`src/rtl/ytlp_pkg.sv`:
```
// Shared constants, types and helper functions for the YUYV thick line plotter.
package ytlp_pkg;

    // Largest dot side that still draws.
    localparam logic [3:0] MAX_DOT = 4'd10;

    // Item kinds carried on the input tuser bit.
    localparam logic OP_START   = 1'b0;
    localparam logic OP_ADVANCE = 1'b1;

    // Configuration register indexes.
    localparam logic [2:0] REG_FRAME_WIDTH  = 3'd0;
    localparam logic [2:0] REG_FRAME_HEIGHT = 3'd1;
    localparam logic [2:0] REG_DOT_SIZE     = 3'd2;
    localparam logic [2:0] REG_LUMA         = 3'd3;
    localparam logic [2:0] REG_CHROMA_U     = 3'd4;
    localparam logic [2:0] REG_CHROMA_V     = 3'd5;

    // Reset values of the configuration registers.
    localparam logic [12:0] RST_FRAME_WIDTH  = 13'd640;
    localparam logic [12:0] RST_FRAME_HEIGHT = 13'd480;
    localparam logic [3:0]  RST_DOT_SIZE     = 4'd1;
    localparam logic [7:0]  RST_LUMA         = 8'd0;
    localparam logic [7:0]  RST_CHROMA       = 8'd128;

    // One dot pixel leaving the walker, before clipping and addressing.
    typedef struct packed {
        logic               valid;
        logic signed [13:0] px;
        logic signed [13:0] py;
        logic               last;
    } ytlp_pixel_t;

    // Clamp a 12-bit coordinate to dim-1 (to zero for an empty dimension).
    function automatic logic [12:0] clamp_coord(input logic [11:0] c, input logic [12:0] dim);
        logic [12:0] lim;
        logic [12:0] cw;
        lim = (dim == 13'd0) ? 13'd0 : dim - 13'd1;
        cw  = {1'b0, c};
        return (cw > lim) ? lim : cw;
    endfunction

    // Absolute difference of two unsigned coordinates.
    function automatic logic [12:0] abs_diff(input logic [12:0] a, input logic [12:0] b);
        return (a > b) ? a - b : b - a;
    endfunction

endpackage

```
`src/rtl/ytlp_walk.sv`:
```
// Bresenham walk state and dot scan, producing one unclipped pixel per advance beat while a line is active.
module ytlp_walk (
    input  logic                 aclk,
    input  logic                 aresetn,
    input  logic                 item_accept,
    input  logic                 op,
    input  logic [11:0]          x_start,
    input  logic [11:0]          y_start,
    input  logic [11:0]          x_end,
    input  logic [11:0]          y_end,
    input  logic [12:0]          frame_width,
    input  logic [12:0]          frame_height,
    input  logic [3:0]           dot_size,
    output ytlp_pkg::ytlp_pixel_t pix
);

    logic               busy_reg;
    logic [12:0]        major_pos_reg;
    logic [12:0]        minor_pos_reg;
    logic [12:0]        major_last_reg;
    logic signed [13:0] walk_error_reg;
    logic [12:0]        delta_major_reg;
    logic [12:0]        delta_minor_reg;
    logic               is_steep_reg;
    logic               minor_dec_reg;
    logic [3:0]         dot_col_reg;
    logic [3:0]         dot_row_reg;

    logic               size_ok;
    logic [12:0]        x0, y0, x1, y1;
    logic               steep;
    logic [12:0]        ra0, ra1, rb0, rb1;
    logic               swap;
    logic [12:0]        a0, a1, b0, b1;

    logic               col_end, row_end, at_last;
    logic signed [13:0] err_sub, err_fix;
    logic [12:0]        cx, cy;

    assign size_ok = (dot_size != 4'd0) && (dot_size <= ytlp_pkg::MAX_DOT);

    // Line setup: clamp endpoints, pick the major axis, order by major coordinate.
    always_comb begin
        x0    = ytlp_pkg::clamp_coord(x_start, frame_width);
        y0    = ytlp_pkg::clamp_coord(y_start, frame_height);
        x1    = ytlp_pkg::clamp_coord(x_end, frame_width);
        y1    = ytlp_pkg::clamp_coord(y_end, frame_height);
        steep = ytlp_pkg::abs_diff(y1, y0) > ytlp_pkg::abs_diff(x1, x0);
        ra0   = steep ? y0 : x0;
        rb0   = steep ? x0 : y0;
        ra1   = steep ? y1 : x1;
        rb1   = steep ? x1 : y1;
        swap  = ra0 > ra1;
        a0    = swap ? ra1 : ra0;
        a1    = swap ? ra0 : ra1;
        b0    = swap ? rb1 : rb0;
        b1    = swap ? rb0 : rb1;
    end

    // Dot scan position and the next walk error.
    always_comb begin
        col_end = ({1'b0, dot_col_reg} + 5'd1) >= {1'b0, dot_size};
        row_end = ({1'b0, dot_row_reg} + 5'd1) >= {1'b0, dot_size};
        at_last = major_pos_reg >= major_last_reg;
        err_sub = walk_error_reg - $signed({1'b0, delta_minor_reg});
        err_fix = err_sub + $signed({1'b0, delta_major_reg});
        cx      = is_steep_reg ? minor_pos_reg : major_pos_reg;
        cy      = is_steep_reg ? major_pos_reg : minor_pos_reg;
    end

    // Pixel of the current dot, centred on the line point.
    always_comb begin
        pix.valid = item_accept && (op == ytlp_pkg::OP_ADVANCE) && busy_reg && size_ok;
        pix.px    = $signed({1'b0, cx}) - $signed({11'd0, dot_size[3:1]})
                    + $signed({10'd0, dot_col_reg});
        pix.py    = $signed({1'b0, cy}) - $signed({11'd0, dot_size[3:1]})
                    + $signed({10'd0, dot_row_reg});
        pix.last  = col_end && row_end && at_last;
    end

    // Walk state update, one step per accepted beat.
    always_ff @(posedge aclk) begin
        if (!aresetn) begin
            busy_reg        <= 1'b0;
            major_pos_reg   <= '0;
            minor_pos_reg   <= '0;
            major_last_reg  <= '0;
            walk_error_reg  <= '0;
            delta_major_reg <= '0;
            delta_minor_reg <= '0;
            is_steep_reg    <= 1'b0;
            minor_dec_reg   <= 1'b0;
            dot_col_reg     <= '0;
            dot_row_reg     <= '0;
        end else if (item_accept) begin
            if (op == ytlp_pkg::OP_START) begin
                if (size_ok) begin
                    busy_reg        <= 1'b1;
                    is_steep_reg    <= steep;
                    major_pos_reg   <= a0;
                    major_last_reg  <= a1;
                    minor_pos_reg   <= b0;
                    delta_major_reg <= a1 - a0;
                    delta_minor_reg <= ytlp_pkg::abs_diff(b1, b0);
                    walk_error_reg  <= $signed({1'b0, (a1 - a0) >> 1});
                    minor_dec_reg   <= b0 > b1;
                    dot_col_reg     <= '0;
                    dot_row_reg     <= '0;
                end else begin
                    busy_reg <= 1'b0;
                end
            end else if (busy_reg) begin
                if (!size_ok) begin
                    busy_reg <= 1'b0;
                end else if (!col_end) begin
                    dot_col_reg <= dot_col_reg + 4'd1;
                end else begin
                    dot_col_reg <= '0;
                    if (!row_end) begin
                        dot_row_reg <= dot_row_reg + 4'd1;
                    end else begin
                        dot_row_reg <= '0;
                        if (at_last) begin
                            busy_reg <= 1'b0;
                        end else begin
                            // Step the major axis; the minor axis moves on error underflow.
                            major_pos_reg <= major_pos_reg + 13'd1;
                            if (err_sub < 0) begin
                                walk_error_reg <= err_fix;
                                minor_pos_reg  <= minor_dec_reg ? minor_pos_reg - 13'd1
                                                                : minor_pos_reg + 13'd1;
                            end else begin
                                walk_error_reg <= err_sub;
                            end
                        end
                    end
                end
            end
        end
    end

endmodule

```
`src/rtl/yuyv_thick_line_plotter_top.sv`:
```
// Top level of the YUYV thick line plotter: configuration, pipeline and clipping.
//
// Usage: configure the frame size, dot size and YUV colour through the write
// port while the block is idle. A start beat (tuser 0) carries both endpoints
// in tdata and produces no output. Each advance beat (tuser 1) produces one
// pixel of the square dot around the current line point; tlast marks the
// final pixel of the line. Advance beats while no line is active, or with an
// invalid dot size, produce nothing.
// The pixel stage loads at the edge that takes the beat, and the output register
// loads from it once the output can take a pixel; m_tvalid comes from that register.
// Throughput: one beat per cycle while the receiver keeps up; the walk update
// feeds a two-register pipeline (pixel stage, then output register after the address multiply).
// When the receiver stalls, the output holds and the pixel stage keeps taking
// beats until it holds a pixel of its own; then s_tready falls. Reset (aresetn
// low, synchronous) restores the default registers, empties the pipeline and
// ends any line.
module yuyv_thick_line_plotter_top (
    input  logic        aclk,
    input  logic        aresetn,
    // Input channel.
    input  logic        s_tvalid,
    output logic        s_tready,
    input  logic [47:0] s_tdata,   // x_start, y_start, x_end, y_end
    input  logic        s_tuser,   // op
    // Result channel.
    output logic        m_tvalid,
    input  logic        m_tready,
    output logic [79:0] m_tdata,   // byte_addr, pixel_x, pixel_y, luma, chroma_u, chroma_v, pad
    output logic [1:0]  m_tuser,   // write_enable, write_chroma
    output logic        m_tlast,   // last_of_line
    // Configuration write port.
    input  logic        cfg_wr_en,
    input  logic [2:0]  cfg_addr,
    input  logic [12:0] cfg_wdata
);

    logic [12:0] frame_width_reg;
    logic [12:0] frame_height_reg;
    logic [3:0]  dot_size_reg;
    logic [7:0]  luma_reg;
    logic [7:0]  chroma_u_reg;
    logic [7:0]  chroma_v_reg;

    logic                  out_en, st1_en, in_beat;
    ytlp_pkg::ytlp_pixel_t pix;

    logic                  st1_valid_reg;
    logic signed [13:0]    st1_px_reg, st1_py_reg;
    logic                  st1_last_reg;

    logic                  in_frame;
    logic [24:0]           prod;
    logic [24:0]           lin;

    logic                  m_valid_reg;
    logic [24:0]           addr_reg;
    logic [11:0]           pixel_x_reg, pixel_y_reg;
    logic                  we_reg, wc_reg, last_reg;
    logic [7:0]            luma_out_reg, cu_out_reg, cv_out_reg;

    // Configuration registers.
    always_ff @(posedge aclk) begin
        if (!aresetn) begin
            frame_width_reg  <= ytlp_pkg::RST_FRAME_WIDTH;
            frame_height_reg <= ytlp_pkg::RST_FRAME_HEIGHT;
            dot_size_reg     <= ytlp_pkg::RST_DOT_SIZE;
            luma_reg         <= ytlp_pkg::RST_LUMA;
            chroma_u_reg     <= ytlp_pkg::RST_CHROMA;
            chroma_v_reg     <= ytlp_pkg::RST_CHROMA;
        end else if (cfg_wr_en) begin
            case (cfg_addr)
                ytlp_pkg::REG_FRAME_WIDTH:  frame_width_reg  <= cfg_wdata;
                ytlp_pkg::REG_FRAME_HEIGHT: frame_height_reg <= cfg_wdata;
                ytlp_pkg::REG_DOT_SIZE:     dot_size_reg     <= cfg_wdata[3:0];
                ytlp_pkg::REG_LUMA:         luma_reg         <= cfg_wdata[7:0];
                ytlp_pkg::REG_CHROMA_U:     chroma_u_reg     <= cfg_wdata[7:0];
                ytlp_pkg::REG_CHROMA_V:     chroma_v_reg     <= cfg_wdata[7:0];
                default: ;
            endcase
        end
    end

    // Pipeline flow control: each stage moves when the one after it can take it.
    assign out_en   = !m_valid_reg || m_tready;
    assign st1_en   = !st1_valid_reg || out_en;
    assign s_tready = st1_en;
    assign in_beat  = s_tvalid && st1_en;

    ytlp_walk u_walk (
        .aclk         (aclk),
        .aresetn      (aresetn),
        .item_accept  (in_beat),
        .op           (s_tuser),
        .x_start      (s_tdata[11:0]),
        .y_start      (s_tdata[23:12]),
        .x_end        (s_tdata[35:24]),
        .y_end        (s_tdata[47:36]),
        .frame_width  (frame_width_reg),
        .frame_height (frame_height_reg),
        .dot_size     (dot_size_reg),
        .pix          (pix)
    );

    // Pixel stage.
    always_ff @(posedge aclk) begin
        if (!aresetn) begin
            st1_valid_reg <= 1'b0;
        end else if (st1_en) begin
            st1_valid_reg <= pix.valid;
        end
    end

    always_ff @(posedge aclk) begin
        if (st1_en) begin
            st1_px_reg   <= pix.px;
            st1_py_reg   <= pix.py;
            st1_last_reg <= pix.last;
        end
    end

    // Clipping against the frame and the luma byte offset.
    always_comb begin
        in_frame = !st1_px_reg[13] && !st1_py_reg[13] && !st1_px_reg[12] && !st1_py_reg[12]
                   && (st1_px_reg[12:0] < frame_width_reg)
                   && (st1_py_reg[12:0] < frame_height_reg);
        prod     = {12'd0, frame_width_reg} * {13'd0, st1_py_reg[11:0]};
        lin      = prod + {13'd0, st1_px_reg[11:0]};
    end

    // Output register.
    always_ff @(posedge aclk) begin
        if (!aresetn) begin
            m_valid_reg <= 1'b0;
        end else if (out_en) begin
            m_valid_reg <= st1_valid_reg;
        end
    end

    always_ff @(posedge aclk) begin
        if (out_en) begin
            addr_reg     <= in_frame ? {lin[23:0], 1'b0} : 25'd0;
            pixel_x_reg  <= in_frame ? st1_px_reg[11:0] : 12'd0;
            pixel_y_reg  <= in_frame ? st1_py_reg[11:0] : 12'd0;
            we_reg       <= in_frame;
            wc_reg       <= in_frame && !st1_px_reg[0];
            last_reg     <= st1_last_reg;
            luma_out_reg <= luma_reg;
            cu_out_reg   <= chroma_u_reg;
            cv_out_reg   <= chroma_v_reg;
        end
    end

    assign m_tvalid = m_valid_reg;
    assign m_tdata  = {7'd0, cv_out_reg, cu_out_reg, luma_out_reg,
                       pixel_y_reg, pixel_x_reg, addr_reg};
    assign m_tuser  = {wc_reg, we_reg};
    assign m_tlast  = last_reg;

endmodule

```
`config.mk`:
```
export PLATFORM = sky130hd
export DESIGN_NAME = yuyv_thick_line_plotter_top
export DESIGN_NICKNAME = d
export VERILOG_FILES = /design/src/rtl/ytlp_pkg.sv /design/src/rtl/ytlp_walk.sv /design/src/rtl/yuyv_thick_line_plotter_top.sv
export SDC_FILE = /design/constraint.sdc
export NUM_CORES = 1
export LEC_CHECK = 0
export ABC_AREA = 1
export BUFFER_PORTS_ARGS = -buffer_cell sky130_fd_sc_hd__buf_4
export CAP_MARGIN = 20
export CELL_PAD_IN_SITES_DETAIL_PLACEMENT = 1
export CELL_PAD_IN_SITES_GLOBAL_PLACEMENT = 1
export CORE_MARGIN = 4
export CORE_UTILIZATION = 48
export DETAILED_ROUTE_END_ITERATION = 10
export GPL_TIMING_DRIVEN = 0
export MAX_ROUTING_LAYER = met4
export PLACE_DENSITY_LB_ADDON = 0.1
export SETUP_SLACK_MARGIN = 0.1
export SYNTH_ARGS = -nofsm -noshare
export SYNTH_HDL_FRONTEND = slang
export SYNTH_SLANG_ARGS = --single-unit
```
`constraint.sdc`:
```
create_clock -name aclk -period 17.88 [get_ports aclk]
set_input_delay 3.576 -clock aclk [delete_from_list [all_inputs] [get_ports aclk]]
set_output_delay 3.576 -clock aclk [all_outputs]
set_load 0.01 [all_outputs]
```
==> results by group <==
Status
  – Outcome: finished clean

Timing
  – Final worst-path cycle share: 0.870
  – Worst Max-Slew Pin Slew: about 1.1 ns
  – Hold Vio Cnt, Final: 0
  – Unrepaired setup endpoints after global routing: no
  – Post-route setup TNS: 0 ns
  – Worst Skew: between 0.02 and 0.025 ns
  – Setup WS post-layout: around 2.3 ns
  – Fmax: approximately 64 MHz
  – Fin. max-slew vios: 0
  – Setup violations, final: 0
  – Slew HR: 0.272
  – Min Tclk post-route: 15.56 ns
  – Final hold slack: ~0.42 ns

Clock tree
  – CTS tree: yes
  – Clock Tree Root: clkbuf_16
  – Postcts setup bufs: 0
  – Deepest clock path buffer count: 3
  – Clk pin slew, worst setup/hold paths: approximately 0.06 ns
  – PostCTS Resize Cnt: 0
  – CTS Sinks: 250
  – Worst-skew pair later-pin latency: 0.61 ns
  – Hold-fix buffer count after cts: 0
  – H-tree depth: 1
  – CTS Buf Count: 30

Yosys
  – Synth unique cells: 60
  – Sequential share of the synthesized area: 0.218
  – EDFF count, synth: about 100
  – Simple-gate share of the synthesized area: 0.229
  – Compound-Gate Fraction of Synth Area: 0.133
  – Largest family of logic cells by synthesized area: adder cells
  – Mux cell area share after synthesis: 0.00326
  – Synth Cell Area: about 28000 sq um
  – Synth Flop Type: dfxtp_1
  – Syn Area/Cell: around 7.2 sq um
  – Synth warnings: 0
  – Post-Synth Adder-Cell Area: 0.250
  – Synth Instances: slightly below 4000
  – FFs w/ async S/R, synth: 0
  – FF+latch count, synth: 250
  – XOR/XNOR Fraction of Synth Area: 0.0418

Layout
  – Most frequent cells in the layout: nand2_1, inv_1, ha_1, a21oi_1, o21ai_0
  – Commonest non-fill, non-tap cell in the layout: nand2_1
  – Number of flip-flops in the largest register: 24
  – Synthesis-to-finish area growth: 11.5%
  – Fin nets: about 4600
  – Fraction of layout cells with a size suffix above 1: 0.0863

Route
  – Routed WL per cell: approximately 21 um
  – Final wirelength: 100000 um
  – DRC errors left: 0
  – Via/cell ratio: 5.51
  – DR pass1 iterations: 5
  – Via count: 26638
  – Drt initial violations: between 1500 and 2000
  – ANT nets after route: 0

Floorplan
  – I/O Pins: about 160
  – Initial core utilization: 0.488
  – Die area: 61600 sq um
  – Num rows: a little under 90
  – Core box area: roughly 57000 sq um
  – Die span in y: 248 um
  – Die X: around 250 um

Placed design
  – Pre-CTS WS: 1.98 ns
  – Port Buffer Count: around 150
  – Placed wire-length estimate: approximately 82000 um
  – Gpl congestion: 0.969

Worst hold path
  – Hold path startpoint: chroma_v_reg[5]$_SDFFE_PN0P_
  – Min-Delay Path Class: flip-flop to flip-flop
  – Worst hold path stage count: 0
  – Worst Hold End: cv_out_reg[5]$_DFFE_PP_

Worst setup path
  – Worst R2R Path Depth: 71
  – Peak fanout along the critical path: 10
  – CP max stage cell: o21ai_0
  – Arrival time worst endpoint: 16.11 ns
  – Top cell by count, worst path: nand2_1
  – CP Class: input pin to flip-flop
  – Startpoint types: input pin
  – CP Capture Type: flip-flop
  – Worst path max stage delay: approximately 0.5 ns
  – R2R setup slack: 3.83 ns
  – R2R Path End: u_walk.delta_minor_reg[9]$_SDFFE_PN0P_
  – Data required, critical path: between 15 and 20 ns
  – R2r startpoint: frame_height_reg[2]$_SDFFE_PN0P_

Global route
  – Largest net degree at the start of global routing: 58
  – GRT Resource Usage Total: 0.332
  – First-pass GRT wire length: 155000 um
  – Number of global-route vias before repair: between 20000 and 30000
  – Grt ovf: 0
  – Antenna violations before repair: 1

Flow run
  – Max_cap viols: 0
## critical path: cells and delay by family
kind                     cells  cell delay, ns
AO/OA/AOI/OAI               12            2.69
buffers and inverters       18            3.47
adder cells (fa/ha/maj)      5            1.59
AND/OR/NAND/NOR             28            4.34
XOR/XNOR                     2            0.38
## per-layer routing
layer	part of all wire	up-vias	GRT usage
met3	0.048	190	0.0370
li1	-	12730	-
met1	0.42	13051	0.402
met2	0.49	667	0.574
met5	0	-	-
met4	0.043	0	0.122
## cell usage after synthesis (6+ instances only)
library cell	n	share of area
a211oi_1	12	0.0033
a21o_1	14	0.0038
a21oi_1	258	0.047
a221oi_1	7	0.0022
a31oi_1	11	0.0025
buf_2	25	0.0045
buf_4	13	0.0035
buf_6	7	0.0028
clkbuf_1	84	0.011
dfxtp_1	146	0.11
edfxtp_1	104	0.11
fa_1	135	0.098
ha_1	338	0.15
inv_1	725	0.098
inv_2	15	0.0020
mux2i_1	9	0.0033
nand2_1	824	0.11
nand2_2	42	0.0095
nand2_4	7	0.0028
nand3_1	224	0.041
nand3_2	19	0.0069
nand3b_1	8	0.0022
nand4_1	22	0.0050
nor2_1	239	0.032
nor2_4	7	0.0028
nor3_1	29	0.0052
o211ai_1	22	0.0060
o21a_1	14	0.0038
o21ai_0	248	0.045
o21ai_1	24	0.0043
o21bai_1	12	0.0033
o221ai_1	10	0.0032
o22ai_1	10	0.0023
o31ai_1	6	0.0016
or2_2	7	0.0016
xnor2_1	45	0.014
xor2_1	87	0.028
## metrics by stage
stage	cell area (sq um)	utilization	std cells
2_1_floorplan	27700	-	3878
3_3_place_gp	29800	0.525	4779
3_5_place_dp	29800	0.526	4780
4_1_cts	30800	0.544	4836
5_1_grt	30800	0.544	4837
6_report	30800	0.544	4838
## worst max path at each step
stage,startpoint,endpoint
final,s_tdata[20],u_walk.delta_minor_reg[9]$_SDFFE_PN0P_
after global placement,s_tdata[20],u_walk.delta_minor_reg[9]$_SDFFE_PN0P_
after CTS,s_tdata[20],u_walk.delta_minor_reg[9]$_SDFFE_PN0P_
after detailed placement,s_tdata[20],u_walk.delta_minor_reg[9]$_SDFFE_PN0P_
after global routing,s_tdata[20],u_walk.delta_minor_reg[9]$_SDFFE_PN0P_
after floorplan,s_tdata[20],u_walk.delta_minor_reg[9]$_SDFFE_PN0P_
## final cells by class
cell class	count	area [sq um]
flip-flops and latches	250	6050
fillers	7484	25900
diodes	2	5.00
multi-input cells	2750	18300
plain buffers	133	643
well taps	756	946
repair buffers	146	1120
inverters	745	2800
clock buffers	37	777
clock inverters	19	254
## cell families (layout without fill, tap and decap cells)
logic type	after synthesis	after routing
flops	250	250
other cells	2	20
buf+inv	878	1080
mux	9	9
fa+ha+maj	473	473
compound gates	665	665
simple gates	1453	1453
xor+xnor	132	132
Power is left out: the tool's default activity adds up to more than one toggle a clock period on the data nets, which glitch-free logic cannot reach.
